===== src/hdl/laplacian_edge_filter_assert.svh =====
// Assertion macros shared by the filter RTL.
`ifndef LAPLACIAN_EDGE_FILTER_ASSERT_SVH
`define LAPLACIAN_EDGE_FILTER_ASSERT_SVH

// cond must never hold outside reset
`define LEF_ASSERT_NEVER(label, clk, rst_n, cond, msg) \
    label: assert property (@(posedge clk) disable iff (!rst_n) !(cond)) \
        else $error(msg);

// ante in one cycle implies cons in the next
`define LEF_ASSERT_NEXT(label, clk, rst_n, ante, cons, msg) \
    label: assert property (@(posedge clk) disable iff (!rst_n) (ante) |=> (cons)) \
        else $error(msg);

`endif


===== src/hdl/lef_pkg.sv =====
// Shared types and constants for the Laplacian edge filter.
package lef_pkg;

    localparam int IN_BITS   = 16;
    localparam int EDGE_BITS = 19;
    localparam int CFG_BITS  = 11;

    typedef enum logic [0:0] {
        CFG_WIDTH  = 1'b0,
        CFG_HEIGHT = 1'b1
    } t_cfg_idx;

    // position flags of one accepted beat
    typedef struct packed {
        logic emit;        // row two or later: a result is due
        logic frame_end;   // last column of the last row
        logic first_col;
        logic last_col;
    } t_pos;

endpackage


===== src/hdl/lef_frame_ctl.sv =====
// Size registers and column/row position counters of the frame.
module lef_frame_ctl #(
    parameter int MAX_WIDTH  = 1024,
    parameter int MAX_HEIGHT = 1024,
    parameter int CW         = 10
) (
    input  logic                      i_clk,
    input  logic                      i_rst_n,
    input  logic                      i_cfg_we,
    input  lef_pkg::t_cfg_idx         i_cfg_index,
    input  logic [lef_pkg::CFG_BITS-1:0] i_cfg_data,
    input  logic                      i_adv,
    output logic [CW-1:0]             o_col,
    output logic [CW-1:0]             o_right_col,
    output lef_pkg::t_pos             o_pos
);
    import lef_pkg::*;

    localparam int WW = $clog2(MAX_WIDTH + 1);
    localparam int HW = $clog2(MAX_HEIGHT + 1);
    localparam int RW = $clog2(MAX_HEIGHT + 2);

    logic [WW-1:0] r_width;
    logic [HW-1:0] r_height;
    logic [CW-1:0] r_col, n_col;
    logic [RW-1:0] r_row, n_row;
    logic          last_row;
    logic [31:0]   cfg_val;

    assign cfg_val = 32'(i_cfg_data);

    // registers are stored already clamped to 1..max
    always_ff @(posedge i_clk) begin
        if (!i_rst_n) begin
            r_width  <= WW'((MAX_WIDTH < 1024) ? MAX_WIDTH : 1024);
            r_height <= HW'((MAX_HEIGHT < 1024) ? MAX_HEIGHT : 1024);
        end else if (i_cfg_we) begin
            case (i_cfg_index)
                CFG_WIDTH: begin
                    if (cfg_val == 32'd0) begin
                        r_width <= WW'(1);
                    end else if (cfg_val > 32'(MAX_WIDTH)) begin
                        r_width <= WW'(MAX_WIDTH);
                    end else begin
                        r_width <= WW'(cfg_val);
                    end
                end
                CFG_HEIGHT: begin
                    if (cfg_val == 32'd0) begin
                        r_height <= HW'(1);
                    end else if (cfg_val > 32'(MAX_HEIGHT)) begin
                        r_height <= HW'(MAX_HEIGHT);
                    end else begin
                        r_height <= HW'(cfg_val);
                    end
                end
                default: begin
                end
            endcase
        end
    end

    always_comb begin
        o_pos.last_col  = (32'(r_col) + 32'd1) >= 32'(r_width);
        last_row        = (32'(r_row) + 32'd1) >= (32'(r_height) + 32'd2);
        o_pos.first_col = (r_col == '0);
        o_pos.emit      = 32'(r_row) >= 32'd2;
        o_pos.frame_end = last_row && o_pos.last_col;
        if (o_pos.last_col) begin
            n_col = '0;
            n_row = last_row ? '0 : r_row + RW'(1);
        end else begin
            n_col = r_col + CW'(1);
            n_row = r_row;
        end
    end

    always_ff @(posedge i_clk) begin
        if (!i_rst_n) begin
            r_col <= '0;
            r_row <= '0;
        end else if (i_adv) begin
            r_col <= n_col;
            r_row <= n_row;
        end
    end

    assign o_col       = r_col;
    // on the last column the right neighbor is unused; keep the address in range
    assign o_right_col = o_pos.last_col ? r_col : r_col + CW'(1);

endmodule


===== config.mk =====
export PLATFORM = sky130hd
export DESIGN_NAME = lef_frame_ctl
export DESIGN_NICKNAME = d
export VERILOG_FILES = /design/src/hdl/laplacian_edge_filter_assert.svh /design/src/hdl/lef_pkg.sv /design/src/hdl/lef_frame_ctl.sv
export SDC_FILE = /design/constraint.sdc
export NUM_CORES = 1
export LEC_CHECK = 0
export ABC_AREA = 1
export ABC_CLOCK_PERIOD_IN_PS = 3300
export BUFFER_PORTS_ARGS = -buffer_cell sky130_fd_sc_hd__buf_2
export CORE_ASPECT_RATIO = 1.2
export CORE_MARGIN = 4
export CORE_UTILIZATION = 56
export DETAILED_ROUTE_END_ITERATION = 10
export HOLD_SLACK_MARGIN = 0.1
export PLACE_DENSITY = 0.78
export SKIP_CTS_REPAIR_TIMING = 1
export SYNTH_ARGS = -nofsm -noshare
export SYNTH_HDL_FRONTEND = slang
export SYNTH_SLANG_ARGS = --single-unit

===== constraint.sdc =====
create_clock -name i_clk -period 3.3 [get_ports i_clk]
set_input_delay 0.495 -clock i_clk [delete_from_list [all_inputs] [get_ports i_clk]]
set_output_delay 0.495 -clock i_clk [all_outputs]
set_load 0.02 [all_outputs]

After elaboration in Yosys (flattened, before gate mapping). Index checks and enable logic that the tools add are counted.

Multipliers: 0. Equal/unequal tests: 0. Divide/modulo/power cells: 0. Shift-type cells: 0. Order comparisons: 4. Add/subtract/negate cells: 5. Reductions and logical operators: 6. Bitwise gates (word level): 1. Muxes and demuxes: 5.

Operators by type and width (count): 11-bit 2-to-1 mux (3); 32-bit zero test (1); 10-bit 2-to-1 mux (2); 11-bit by 1-bit adder with 12-bit output (second input constant) (1); 11-bit by 2-bit adder with 12-bit output (second input constant) (1); 12-bit greater-or-equal comparator (1); 10-bit by 1-bit adder with 11-bit output (second input constant) (1); 11-bit by 1-bit adder with 11-bit output (second input constant) (1); 11-bit greater-or-equal comparator (1); 11-bit by 2-bit greater-or-equal comparator with 1-bit output (second input constant) (1); 11-bit > comparator (second input constant) (1); 10-bit by 1-bit adder with 10-bit output (second input constant) (1); 10-bit zero test (1); 2-bit AND reduction (3); 1-bit logical AND (1); 1-bit inverter (1).

Input bits: 16. Output and inout bits: 24. Memory bits (read-only): 0. Memories kept: 0. Bits in registers: 43. Bits in latches: 0. RAM bits: 0. Word-level logic and storage cells: 25.

Depth between registers and ports, before layout.
Depth in word-level cells: 3. Depth in mapped cells: 21. Mapped depth without buffers: 20.

Worst setup path after synthesis. OpenSTA, ideal clock, no wires.

Path kind: register to output. Start: reg r_col[0], in the netlist o_col[0]. End: out o_right_col[2]. Slack: 184 ps. Required time: 2805 ps. Path buffers: 1. Arrival: 2621 ps. Cell stages (with the launch flop): 19. Cell sequence: dfxtp_1 -> ha_1 -> nand2_1 -> nor2_1 -> nand2_1 -> nor2_1 -> nand2_1 -> nand2_1 -> inv_2 -> ha_1 -> nand2_1 -> inv_1 -> nand2_1 -> nor2_1 -> nand2_1 -> nand2_2 -> nor2_4 -> buf_2 -> o21ai_0.

Cells in the longest elaborated chain, start to end: 3. Elaborated cells on any way between the ends: 4.

RTL lines: start, declared (RTL line lef_frame_ctl.sv:25) `logic [CW-1:0] r_col, n_col;`; start signal, assigned (RTL line lef_frame_ctl.sv:83) `r_col <= n_col;`; 10-bit by 1-bit adder with 11-bit output (RTL line lef_frame_ctl.sv:64) `o_pos.last_col = (32'(r_col) + 32'd1) >= 32'(r_width);`; 11-bit greater-or-equal comparator (RTL line lef_frame_ctl.sv:64); 10-bit 2-to-1 mux * (RTL line lef_frame_ctl.sv:90) `assign o_right_col = o_pos.last_col ? r_col : r_col + CW'(1);`; end, declared (RTL line lef_frame_ctl.sv:14) `output logic [CW-1:0] o_right_col,`.

Every way passes the cells marked *; elsewhere a longest branch is shown, timed or not.

Worst setup path in the final report.
Start: reg r_col[0], in the netlist o_col[0]. End: out o_right_col[8].

The elaborated chain is that of the path after synthesis.

==> results.sh <==
export IMPL_yosysWarnings=0
export IMPL_vias=3036
export IMPL_powerDensity_nw_per_um2=364
export IMPL_worst_pin_slew_ps=511
export IMPL_critPathTopFamily="simple AND/OR/NAND/NOR gates"
export IMPL_fmax_mhz=302
export IMPL_synth_edff_count=0
export IMPL_grt_pass1_vias=2649
export IMPL_portBuffers=39
export IMPL_cts_made_buffers=5
export IMPL_fin_worst_skew_ps=5.44
export IMPL_final_hold_viol_count=0
export IMPL_grt_pass1_wl_um=11400
export IMPL_place_gp_congestion=0.892
export IMPL_ys_ff_latch=43
export IMPL_htree_levels=2
export IMPL_final_cells=563
export IMPL_clkTransAtPathRegs_ps=80
export IMPL_synth_compound_area_frac=0.163
export IMPL_placementRows=29
export IMPL_clock_sinks=43
export IMPL_yosysUniqueCellTypes=33
export IMPL_seq_area_um2=873
export IMPL_yosys_area_top_type_share=0.280
export IMPL_fin_nets=545
export IMPL_crit_path_start_kind="flip-flop"
export IMPL_syn_area_per_cell_um2=6.69
export IMPL_path_class="flip-flop to output pin"
export IMPL_dp_cells=547
export IMPL_via_per_inst=5.39
export IMPL_final_fill_count=426
export IMPL_syn_area_um2=3070
export IMPL_die_h_um=89.1
export IMPL_swShare=0.316
export IMPL_rsz0062_at_grt="true"
export IMPL_clock_latency_ps=300
export IMPL_drt_iter0_markers=113
export IMPL_cap_violations=0
export IMPL_setup_tns_ps=-16.4
export IMPL_synth_simple_area_share=0.286
export IMPL_ir_drop_uv=304
export IMPL_root_buffer="clkbuf_8"
export IMPL_finalPower_mw=1.36
export IMPL_dr_pass1_iters=5
export IMPL_fin_crit_sh=1.00
export IMPL_violations="negative setup slack"
export IMPL_core_um2=5300
export IMPL_drt_wl_total_um=7620
export IMPL_synth_xor_area_share=0.0456
export IMPL_cp_num_buf_inv=5
export IMPL_cts_max_path_buffers=2
export IMPL_synthAdderAreaFrac=0.118
export IMPL_area_delta_synth_final_pct=21.7
export IMPL_yosys_area_top_type="dfxtp_1"
export IMPL_yosysMostFrequentCell="nand2_1"
export IMPL_die_area_um2=6740
export IMPL_finalWorstSetupSlack_ps=-7.92
export IMPL_setup_viol=3
export IMPL_yosysSeqAreaShare=0.280
export IMPL_io_pins=40
export IMPL_worst_ep_arrival_time_ps=2810
export IMPL_drc=0
export IMPL_start_util=0.580
export IMPL_num_antenna_cells=0
export IMPL_async_reset_ff_frac=0
export IMPL_p_clk_frac=0.321
export IMPL_crit_required_ps=2800
export IMPL_grt_ovfl_total=0
export IMPL_drv_slew=0
export IMPL_dpl_hpwl_um=5280
export IMPL_fin_util=0.706
export IMPL_grt_max_degree=32
export IMPL_whs_ps=469
export IMPL_drtAntennaViolNets=0
export IMPL_internal_power_mw=0.929
export IMPL_multi_input_area_um2=2040
export IMPL_hold_path_class="primary input to flip-flop"
export IMPL_netlist_top_cells_area="dfxtp_1 (28%), nand2_1 (13%), ha_1 (12%), inv_1 (8.1%), a21oi_1 (7.3%)"
export IMPL_comb_power_share=0.257
export IMPL_worst_path_max_delay_cell="dfxtp_4"
export IMPL_cpPeakStageDelay_ps=400
export IMPL_outcome="finished, violations left"
export IMPL_wl_per_cell_um=13.5
export IMPL_grt_usage=0.218
export IMPL_leakagePower_nw=1.82
export IMPL_synthTopCellsByCount="nand2_1 (107), inv_1 (66), a21oi_1 (45)"
export IMPL_drive_above_1_share=0.248
export IMPL_synth_nets=504
export IMPL_crit_path_end_kind="output pin"
export IMPL_power_switching_mw=0.430
export IMPL_synthMuxAreaShare=0
export IMPL_crit_chain="ha_4, nand2_2, nor2_4, nand2_2, nor2_2, nand2_1, nand2_1, inv_2, ha_4, nand2_1, inv_1, nand2_2, nor2_2, nand2_1, nand2_2, nor2_4, buf_6, buf_8, o21ai_2, buf_6"
export IMPL_pwr_share_seq=0.422
export IMPL_period_needed_ps=3310
export IMPL_ys_dominant_reg_cell="dfxtp_1"
export IMPL_die_w_um=75.6
export IMPL_synth_top_family_by_area="simple AND/OR/NAND/NOR gates"
export IMPL_antenna_found_initial=0
export IMPL_relSlewSlack=0.659
export IMPL_cts_tree="yes"
export IMPL_synth_cells=459
export IMPL_critPathMaxFanout=8
[logic make-up (layout without fill, tap and decap cells)]
group                    after synthesis  in the layout
AO/OA/AOI/OAI                         92             92
flip-flops                            43             43
buffers and inverters                 85            127
XOR/XNOR                              16             16
AND/OR/NAND/NOR                      194            194
adder cells (fa/ha/maj)               29             29
[layout by cell type, fill, tap and decap left out, types with 10 or more instances in the layout]
cell type and instances:
buf_2 28, o21ai_0 29, nand2_1 102, a21oi_1 44, xor2_1 13, nor2_1 36, dfxtp_1 37, inv_1 64
nand2_2 16, nand3_1 10, buf_6 15, ha_1 24
[final timing paths]
| path | from | endpoint | slack [ps] | depth (start not counted) |
|---|---|---|---|---|
| setup / recovery | o_col[0]$_SDFFE_PN0P_ | o_right_col[8] | -8 | 20 |
| hold / removal | i_cfg_data[3] | r_height[3]$_SDFFE_PN0P_ | 470 | 3 |
| setup reg to reg | o_col[0]$_SDFFE_PN0P_ | r_row[8]$_SDFFE_PN0P_ | 550 | 18 |
| hold reg to reg | r_row[10]$_SDFFE_PN0P_ | r_row[10]$_SDFFE_PN0P_ | 500 | 2 |
[sequential cells by signal, indices dropped and copies added (netlist names)]
| signal | cells |
|---|---|
| o_col | 10 |
| r_width | 11 |
| r_row | 11 |
| r_height | 11 |
[power by group through the flow]
stage | Sequential (mW) | Clock [mW] | Combinational [mW]
after global placement | 0.580 | 0 | 0.269
after floorplan | 0.585 | 0 | 0.190
after detailed placement | 0.581 | 0 | 0.275
after global routing | 0.577 | 0.469 | 0.384
final | 0.574 | 0.436 | 0.350
after CTS | 0.569 | 0.447 | 0.277
[final cells by class]
cell class / instances / area share
multi-input combinational: 331 / 0.546
sequential: 43 / 0.234
timing repair buffer: 50 / 0.0987
inverter: 69 / 0.0693
clock buffer: 6 / 0.0221
tap: 62 / 0.0207
clock inverter: 2 / 0.00937
[worst min-delay path, cell delays in order]
cell	delay [ps]
buf_2	110
nand2_2	70
a21oi_1	50
[through the flow]
stage	setup WS, ps	area [um2]
floorplan	184	3070
global placement	237	3300
detailed placement	128	3300
CTS	-233	3410
global route	-133	3740
finish	-7.92	3740
[layer usage]
layer	wire length, um	share of wire	track usage
met5	0	0	0
met4	265	0.035	0.100
met3	285	0.037	0.0405
met2	4020	0.53	0.389
met1	3050	0.40	0.247
No activity file was read; power rests on OpenSTA's default activity.
